$ cat config.mk
export PLATFORM = sky130hd
export DESIGN_NAME = sbq_ctrl
export DESIGN_NICKNAME = d
export VERILOG_FILES = /design/src/design/sbq_pkg.sv /design/src/design/sbq_ctrl.sv
export SDC_FILE = /design/constraint.sdc
export NUM_CORES = 1
export LEC_CHECK = 0
export ABC_CLOCK_PERIOD_IN_PS = 1900
export BUFFER_PORTS_ARGS = -buffer_cell sky130_fd_sc_hd__buf_2
export CORE_AREA = 5 5 42 44
export CTS_CLUSTER_SIZE = 24
export DETAILED_ROUTE_END_ITERATION = 6
export DIE_AREA = 0 0 47 49
export PLACE_DENSITY_LB_ADDON = 0.25
export SYNTH_ARGS = -nofsm -noshare
export SYNTH_HDL_FRONTEND = slang
export SYNTH_SLANG_ARGS = --single-unit
$ cat constraint.sdc
create_clock -name i_clk -period 1.9 [get_ports i_clk]
set_input_delay 0.19 -clock i_clk [delete_from_list [all_inputs] [get_ports i_clk]]
set_output_delay 0.19 -clock i_clk [all_outputs]
set_load 0.1 [all_outputs]
$ cat src/design/sbq_pkg.sv
// Shared widths, codes and handshake types of the smoothed biquad filter.
package sbq_pkg;

    // Field and arithmetic widths
    localparam int SAMPLE_WIDTH   = 24;
    localparam int COEF_WIDTH     = 32;
    localparam int CFRAC          = COEF_WIDTH - 4;
    localparam int GUARD          = 5;
    localparam int DELAY_WIDTH    = 48;
    localparam int RATE_WIDTH     = 24;
    localparam int NUM_COEF       = 5;
    localparam int COEF_IDX_WIDTH = $clog2(NUM_COEF + 1);
    localparam int CFG_IDX_WIDTH  = 3;
    localparam int CFG_DATA_WIDTH = 32;

    // Glide product: 33-bit gap times 25-bit signed rate
    localparam int GAP_WIDTH   = COEF_WIDTH + 1;
    localparam int GPROD_WIDTH = GAP_WIDTH + RATE_WIDTH + 1;

    // Filter product and accumulator widths
    localparam int FPROD_WIDTH = COEF_WIDTH + SAMPLE_WIDTH;
    localparam int PROD_SHIFT  = CFRAC - GUARD;
    localparam int PROD_WIDTH  = FPROD_WIDTH - PROD_SHIFT;
    localparam int ACC_WIDTH   = DELAY_WIDTH + 1;
    localparam int YPRE_WIDTH  = ACC_WIDTH - GUARD;

    localparam logic signed [COEF_WIDTH-1:0] COEF_ONE =
        {{(COEF_WIDTH - CFRAC - 1){1'b0}}, 1'b1, {CFRAC{1'b0}}};
    localparam logic [RATE_WIDTH-1:0] RATE_RESET = RATE_WIDTH'(16777);

    // Configuration register indexes
    localparam logic [CFG_IDX_WIDTH-1:0] REG_B0   = 3'd0;
    localparam logic [CFG_IDX_WIDTH-1:0] REG_B1   = 3'd1;
    localparam logic [CFG_IDX_WIDTH-1:0] REG_B2   = 3'd2;
    localparam logic [CFG_IDX_WIDTH-1:0] REG_A1   = 3'd3;
    localparam logic [CFG_IDX_WIDTH-1:0] REG_A2   = 3'd4;
    localparam logic [CFG_IDX_WIDTH-1:0] REG_EN   = 3'd5;
    localparam logic [CFG_IDX_WIDTH-1:0] REG_RATE = 3'd6;

    // Coefficient slots, which are also the filter step numbers
    localparam logic [COEF_IDX_WIDTH-1:0] COEF_B0 = 3'd0;
    localparam logic [COEF_IDX_WIDTH-1:0] COEF_B1 = 3'd1;
    localparam logic [COEF_IDX_WIDTH-1:0] COEF_B2 = 3'd2;
    localparam logic [COEF_IDX_WIDTH-1:0] COEF_A1 = 3'd3;
    localparam logic [COEF_IDX_WIDTH-1:0] COEF_A2 = 3'd4;
    localparam logic [COEF_IDX_WIDTH-1:0] STEP_WB = 3'd5;

    typedef struct packed {
        logic signed [SAMPLE_WIDTH-1:0] sample_in;
        logic                           clear_history;
        logic                           block_end;
    } t_in_item;

    typedef struct packed {
        logic signed [SAMPLE_WIDTH-1:0] sample_out;
        logic                           block_end_out;
    } t_out_item;

    typedef struct packed {
        logic                      accept;
        logic                      load;
        logic                      g_issue;
        logic                      g_upd;
        logic                      f_en;
        logic                      finish;
        logic [COEF_IDX_WIDTH-1:0] rd_idx;
        logic [COEF_IDX_WIDTH-1:0] wr_idx;
    } t_cmd;

    typedef struct packed {
        logic smooth_en;
    } t_sts;

endpackage

$ cat src/design/sbq_ctrl.sv
// Sequencer of the smoothed biquad filter: accept, glide or load, filter steps, write back.
module sbq_ctrl (
    input  logic        i_clk,
    input  logic        i_rst_n,
    input  logic        i_in_valid,
    output logic        o_in_ready,
    output logic        o_out_valid,
    input  logic        i_out_ready,
    input  sbq_pkg::t_sts i_sts,
    output sbq_pkg::t_cmd o_cmd
);

    localparam logic [1:0] S_IDLE  = 2'd0;
    localparam logic [1:0] S_LOAD  = 2'd1;
    localparam logic [1:0] S_GLIDE = 2'd2;
    localparam logic [1:0] S_FILT  = 2'd3;

    localparam logic [sbq_pkg::COEF_IDX_WIDTH-1:0] GLIDE_LAST =
        sbq_pkg::COEF_IDX_WIDTH'(sbq_pkg::NUM_COEF);

    logic [1:0]                           r_state, n_state;
    logic [sbq_pkg::COEF_IDX_WIDTH-1:0]   r_cnt, n_cnt;
    logic                                 r_out_valid, n_out_valid;
    sbq_pkg::t_cmd                        w_cmd;

    always_comb begin
        n_state = r_state;
        n_cnt   = r_cnt;
        w_cmd   = '0;
        case (r_state)
            S_IDLE: begin
                if (i_in_valid) begin
                    w_cmd.accept = 1'b1;
                    n_cnt        = '0;
                    n_state      = i_sts.smooth_en ? S_GLIDE : S_LOAD;
                end
            end
            S_LOAD: begin
                w_cmd.load = 1'b1;
                n_cnt      = '0;
                n_state    = S_FILT;
            end
            S_GLIDE: begin
                // issue slot cnt, write back slot cnt-1
                w_cmd.rd_idx  = r_cnt;
                w_cmd.wr_idx  = r_cnt - 1'b1;
                w_cmd.g_issue = (r_cnt != GLIDE_LAST);
                w_cmd.g_upd   = (r_cnt != '0);
                if (r_cnt == GLIDE_LAST) begin
                    n_cnt   = '0;
                    n_state = S_FILT;
                end else begin
                    n_cnt = r_cnt + 1'b1;
                end
            end
            S_FILT: begin
                w_cmd.rd_idx = r_cnt;
                if (r_cnt == sbq_pkg::STEP_WB) begin
                    // hold until the output register is free
                    if (!r_out_valid || i_out_ready) begin
                        w_cmd.f_en   = 1'b1;
                        w_cmd.finish = 1'b1;
                        n_state      = S_IDLE;
                    end
                end else begin
                    w_cmd.f_en = 1'b1;
                    n_cnt      = r_cnt + 1'b1;
                end
            end
            default: begin
                n_state = S_IDLE;
            end
        endcase
        n_out_valid = w_cmd.finish | (r_out_valid & ~i_out_ready);
    end

    always_ff @(posedge i_clk) begin
        if (!i_rst_n) begin
            r_state     <= S_IDLE;
            r_cnt       <= '0;
            r_out_valid <= 1'b0;
        end else begin
            r_state     <= n_state;
            r_cnt       <= n_cnt;
            r_out_valid <= n_out_valid;
        end
    end

    assign o_in_ready  = (r_state == S_IDLE);
    assign o_out_valid = r_out_valid;
    assign o_cmd       = w_cmd;

endmodule

After elaboration in Yosys (flattened, before gate mapping):

Index checks and enable logic that the tools add are counted.

* output and inout port bits: 14
* word-level logic and storage cells: 45
* bits in registers: 6

* bitwise logic cells: 3
* equality and inequality tests: 10
* reduce and logical (&&, ||, !) cells: 7
* mux-type cells: 20
* add/subtract/negate cells: 2

Operators by type and width (number)
* $mux 2: 8
* $mux 3: 5
* $pmux 3 s4: 1
* $ne 2x2->1 const B: 5
* $pmux 2 s4: 1
* $mux 1: 5
* $eq 2x2->1 const B: 2
* $reduce_and 4->1: 1
* $add 3x1->3 const B: 1
* $eq 3x3->1 const B: 1
* $ne 3x3->1 const B: 1
* $reduce_bool 3->1: 1
* $sub 3x1->3 const B: 1
* $eq 2x1->1 const B: 1
* $logic_not 2->1: 1
* $reduce_and 2->1: 1
* $reduce_or 2->1: 1
* $and 1x1->1: 1
* $logic_not 1->1: 1
* $logic_or 1x1->1: 1
* $not 1->1: 1
* $or 1x1->1: 1

Depth between registers and ports, before layout:

Gate-level depths: netlist of run 1.

* word-level depth: 6
* mapped depth: 6

Worst setup path after synthesis of run 1:

Ideal clock, no wire load.

* kind: flip-flop to output port
* start: register r_cnt[0] in the netlist's numbering
* end: output port o_cmd[8] in the netlist's numbering
* path slack: -1136 ps
* data arrival time: 2846 ps
* buffers on the path: 0
* stages on the path, launching flop included: 4
* path through: dfxtp_1 inv_1 ha_1 a21boi_0

RTL lines
* start, declared: line sbq_ctrl.sv:22 `logic [sbq_pkg::COEF_IDX_WIDTH-1:0] r_cnt, n_cnt;`
* start signal, assigned: line sbq_ctrl.sv:84 `r_cnt <= n_cnt;`
* end, declared: line sbq_ctrl.sv:10 `output sbq_pkg::t_cmd o_cmd`

==> results of run 1 <==
stage by stage:
| step | hold WS [ps] | setup TNS (ps) | std cells |
|---|---|---|---|
| floorplan | 318.2 | -1260 | 60 |
| global placement | 491.8 | 0 | 94 |
| detailed placement | 489.8 | 0 | 94 |
| CTS | 232.8 | 0 | 97 |
| global route | 243.9 | 0 | 97 |
| finish | 240.8 | 0 | 97 |
kinds of logic (layout without fill, tap and decap cells):
kind of cell / count (synthesis) / in the layout / synth area share
buffers and inverters: 6 / 27 / 0.04511
DFF: 6 / 6 / 0.2406
xor gates and xnor gates: 1 / 1 / 0.01755
muxes: 1 / 1 / 0.02005
adders and majority gates: 9 / 9 / 0.2256
AOI/OAI and AO/OA: 17 / 17 / 0.2356
and+or+nand+nor: 20 / 20 / 0.2155
final cells by class:
type                    instances  area [µm²]  share of cell area
multi-input cells              48       372.9              0.5458
flip-flops and latches          6       120.1              0.1758
clock buffers                   3       22.52             0.03297
well taps                      16       20.02             0.02930
inverters                       6       22.52             0.03297
repair buffers                 18       125.1              0.1832
worst min-delay path by stage:
stage | startpoint | endpoint | depth (start not counted)
2_1_floorplan | i_rst_n | r_cnt[1]$_SDFFE_PN0P_ | 1
3_3_place_gp | i_rst_n | r_state[1]$_SDFFE_PN0P_ | 2
3_5_place_dp | i_rst_n | r_state[1]$_SDFFE_PN0P_ | 2
4_1_cts | i_rst_n | r_state[1]$_SDFFE_PN0P_ | 2
5_1_grt | i_rst_n | r_state[1]$_SDFFE_PN0P_ | 2
6_report | i_rst_n | r_state[1]$_SDFFE_PN0P_ | 2
registers in the layout (all words and copies together), names as in the netlist:
| name | flops |
|---|---|
| o_out_valid | 1 |
| r_cnt | 3 |
| r_state | 2 |
worst max-delay path, stage by stage, from the launching register on:
cell and delay [ps]:
dfxtp_1 350, inv_1 100, ha_1 270, nor2_1 290, nor2_2 40, buf_2 290
metal layers:
layer,share of wire,track usage,vias to the layer above
met2,0.43,0.1425,16
met4,0.022,0.05530,0
li1,-,-,250
met5,0,0,-
met1,0.46,0.1269,207
met3,0.091,0.02583,4
layout by cell type (no fill, tap or decap), drive strengths merged, types with 3 or more instances in the layout:
cell type / instances
nor2b: 4
buf: 16
ha: 9
and2: 3
dfxtp: 6
inv: 6
o21ai: 4
nor2: 6
clkbuf: 5
==> results.tsv, run 1 <==
stage	metric	value	unit
synthesis	synthesized cell area	499.2	µm²
worst_hold_path	Hold WC Path Type	in -> reg	
setup_path	worst path required time	1710	ps
finish	fin area	683.2	µm²
place	pre-CTS WS	302.4	ps
sta	Setup Skew	0.8580	ps
grt	Global Route Usage Sum	0.09845	
floorplanning	Boundary Pins	19	
setup_path	worst setup path startpoint	r_state[0]$_SDFFE_PN0P_	
clock_network	clk sinks	6	
clock_network	CTS tree	yes	
synthesis	top cells by area, synth	dfxtp_1 24%, ha_1 23%, nor2b_1 5.0%	
clock_network	CTS Hold Bufs	0	
sta	Hold Vio Cnt, Final	0	
setup_path	crit path kind	reg -> out	
place	DP HPWL	893.8	µm
synthesis	Yosys cell types	23	
setup_path	reg-to-reg endpoint	r_state[0]$_SDFFE_PN0P_	
clock_network	worst skew pair latency	240	ps
clock_network	CTS Buf Count	3	
synthesis	Synth top cells by count	9 x ha_1, 6 x dfxtp_1, 6 x inv_1, 6 x nor2_1	
synthesis	Syn Area/Cell	8.320	µm²
sta	Slew Viols, Final	0	
place	Placed Area	655.6	µm²
synthesis	Post-synth EDFFs	0	
floorplanning	Die Ht	49	µm
setup_path	reg2reg start	r_state[0]$_SDFFE_PN0P_	
synthesis	Synth area leader	dfxtp_1	
synthesis	Mapped Nets	74	
detailed_routing	drt first pass iters	4	
detailed_routing	Routed wire per std cell	10.79	µm
sta	setup slack after layout	122.1	ps
grt	global route overflow	0	
grt	pin count of the biggest net entering global routing	8	
sta	Setup Viol. Count Final	0	
grt	vias in the first global route	425	
sta	relative slew slack	0.6762	
setup_path	critical path capture point	o_cmd[4]	
detailed_routing	antenna viol nets, final	0	
detailed_routing	DR DRC count	0	
sta	fmax	562.5	MHz
finish	Final Util	0.4875	
synthesis	Warnings, synthesis	0	
detailed_routing	via count	477	
finish	share of layout cells above drive strength 1	0.3457	
floorplanning	chip width	47	µm
floorplanning	Placeable Area	1401	µm²
synthesis	most common cell in the netlist	ha_1	
detailed_routing	WL final	1.047	mm
place	Final GP Congestion	0.7617	
synthesis	Most used DFF post-synth	dfxtp_1	
setup_path	startpoint type of the worst setup path	register	
sta	final worst-path cycle share	0.9357	
clock_network	CTS Root Cell	clkbuf_4	
clock_network	clock transition at the registers of the reported paths	40	ps
setup_path	CP Capture Type	primary output	
sta	Final min period	1778	ps
setup_path	Worst Reg2Reg Path Length in Cells	5	
clock_network	Setup Buffers After CTS	0	
outcome	status	finished, final reports clean	
sta	RSZ-0062 raised after global routing	false	
synthesis	flops & latches, synth	6	
detailed_routing	DRT iter0 DRCs	5	
clock_network	Max Buffers Root-to-Sink	2	
setup_path	Critical Path Fanout Max	7	
finish	fill count	163	
floorplanning	Initial Util	0.3563	
clock_network	post-CTS sizing	0	
place	Port Buf Inserts	18	
clock_network	H-tree depth	1	
setup_path	reg2reg setup slack	370	ps
finish	Syn-to-layout area delta	36.84	%
sta	Slew @ Worst Pin	489.1	ps
floorplanning	die area	2303	µm²
setup_path	WP data arrival	1590	ps
grt	antenna violations before repair	0	
synthesis	post-synth top area share	0.2406	
synthesis	Post-synth ARST share	0	
finish	Final Net Count	97	
detailed_routing	via density per instance	4.918	
grt	first-pass GRT wire length	1.718	mm
synthesis	register area share after synthesis	0.2406	
flow_run	maximum capacitance violations	0	
finish	n_diodes	0	
synthesis	cell count after synthesis	60	
floorplanning	cell row count	14	
Power of run 1 is not shown: default switching activity piles up to over one toggle a cycle in this logic, so the estimate is an artifact.
==> inputs of run 2 (changes only) <==
--- a/config.mk
+++ b/config.mk
@@ -8,9 +8,11 @@
 export ABC_CLOCK_PERIOD_IN_PS = 1900
 export BUFFER_PORTS_ARGS = -buffer_cell sky130_fd_sc_hd__buf_2
 export CORE_AREA = 5 5 42 44
+export CTS_BUF_LIST = sky130_fd_sc_hd__clkbuf_4 sky130_fd_sc_hd__clkbuf_8 sky130_fd_sc_hd__clkbuf_16
 export CTS_CLUSTER_SIZE = 24
 export DETAILED_ROUTE_END_ITERATION = 6
 export DIE_AREA = 0 0 47 49
+export GPL_TIMING_DRIVEN = 0
 export PLACE_DENSITY_LB_ADDON = 0.25
 export SYNTH_ARGS = -nofsm -noshare
 export SYNTH_HDL_FRONTEND = slang
==> run 2 against run 1 <==
Critical path depth did not move; first-iteration DRC count stayed put; count of clock-buffer cells in the layout unchanged; highest routed layer unchanged.
==> results.tsv, run 2 (synthesis gave the netlist of run 1 again) <==
stage	metric	value	unit
detailed_routing	DRT iter0 DRCs	5	
grt	antenna violations before repair	0	
detailed_routing	via count	480	
place	DP HPWL	903.2	µm
clock_network	Setup Buffers After CTS	0	
sta	Slew Viols, Final	0	
setup_path	cell family with most CP delay	buffers and inverters	
finish	Final Net Count	97	
floorplanning	chip width	47	µm
sta	Final min period	1780	ps
finish	Final Util	0.4714	
finish	n_diodes	0	
grt	pin count of the biggest net entering global routing	8	
setup_path	crit path kind	reg -> out	
sta	final worst-path cycle share	0.9366	
detailed_routing	WL final	1.085	mm
outcome	status	finished, final reports clean	
setup_path	CP Capture Type	primary output	
detailed_routing	Routed wire per std cell	11.19	µm
sta	Slew @ Worst Pin	490.6	ps
place	Port Buf Inserts	18	
sta	Hold Vio Cnt, Final	0	
clock_network	CTS tree	yes	
worst_hold_path	Hold WC Path Type	in -> reg	
setup_path	worst path required time	1710	ps
floorplanning	die area	2303	µm²
floorplanning	Placeable Area	1401	µm²
clock_network	CTS Hold Bufs	0	
floorplanning	cell row count	14	
setup_path	Critical Path, Cell by Cell	inv_1, ha_1, nand3_1, nor2_4, buf_4	
setup_path	Critical Path Fanout Max	5	
detailed_routing	via density per instance	4.948	
flow_run	maximum capacitance violations	0	
detailed_routing	antenna viol nets, final	0	
sta	Setup Viol. Count Final	0	
sta	fmax	561.9	MHz
grt	vias in the first global route	444	
finish	Syn-to-layout area delta	32.33	%
detailed_routing	drt first pass iters	4	
grt	global route overflow	0	
grt	Global Route Usage Sum	0.1070	
detailed_routing	DR DRC count	0	
grt	first-pass GRT wire length	1.835	mm
floorplanning	Die Ht	49	µm
clock_network	clock transition at the registers of the reported paths	40	ps
sta	relative slew slack	0.6752	
clock_network	clk sinks	6	
sta	Setup Skew	0.3770	ps
finish	Largest Register	r_cnt	
setup_path	slowest cell delay on critical path	300	ps
floorplanning	Initial Util	0.3563	
clock_network	Max Buffers Root-to-Sink	2	
setup_path	WP data arrival	1590	ps
finish	max reg flops	3	
clock_network	CTS Root Cell	clkbuf_4	
clock_network	H-tree depth	1	
clock_network	CTS Buf Count	3	
setup_path	Buf+Inv Stages, Crit Path	2	
place	Final GP Congestion	0.7111	
sta	RSZ-0062 raised after global routing	false	
finish	most common cell after layout, fill and taps aside	buf_2	
setup_path	startpoint type of the worst setup path	register	
setup_path	CP max stage cell	dfxtp_1	
finish	most frequent cells in the layout	14 x buf_2, 9 x ha_1, 6 x inv_1, 6 x clkbuf_4, 6 x dfxtp_1	
clock_network	worst skew pair latency	240	ps
floorplanning	Boundary Pins	19	
finish	share of layout cells above drive strength 1	0.3580	
[run 2: layout make-up]
type / instances / area [µm²]
Timing Repair Buffer: 18 / 100.1
Tap cell: 16 / 20.02
Sequential cell: 6 / 120.1
Multi-Input combinational cell: 48 / 375.4
Fill cell: 148 / 740.7
Inverter: 6 / 22.52
Clock buffer: 3 / 22.52
[run 2: path summary, 6_finish.rpt]
| kind | end | slack [ps] | cells past startpoint | start |
|---|---|---|---|---|
| hold / removal | r_state[1]$_SDFFE_PN0P_ | 240 | 2 | i_rst_n |
| hold reg to reg | o_out_valid$_SDFF_PN0_ | 520 | 2 | o_out_valid$_SDFF_PN0_ |
| setup reg to reg | r_state[0]$_SDFFE_PN0P_ | 380 | 5 | r_state[0]$_SDFFE_PN0P_ |
| setup / recovery | o_cmd[6] | 120 | 5 | r_cnt[1]$_SDFFE_PN0P_ |
[run 2: layer usage]
layer / part of all wire / global-route usage / up-vias
li1: - / - / 249
met3: 0.079 / 0.02583 / 2
met4: 0.012 / 0.05530 / 0
met1: 0.43 / 0.1294 / 214
met5: 0 / 0 / -
met2: 0.48 / 0.1674 / 15
[run 2: what timing repair did]
action,in CTS,in global routing
setup endpoints to repair,1,5
pin swaps,0,0
resized for setup,1,4
[run 2: per-stage QoR]
step / hold slack [ps] / instances / instance area [µm²] / worst slack, ps / TNS [ps]
finish: 240.6 / 97 / 660.6 / 120.4 / 0
global route: 248.8 / 97 / 660.6 / 0.7699 / 0
CTS: 232.3 / 97 / 650.6 / 29.64 / 0
detailed placement: 488.4 / 94 / 625.6 / 229.0 / 0
global placement: 485.2 / 94 / 625.6 / 253.6 / 0
floorplan: 318.2 / 60 / 515.5 / -404.9 / -1260
Power of run 2 is left out for the same reason.
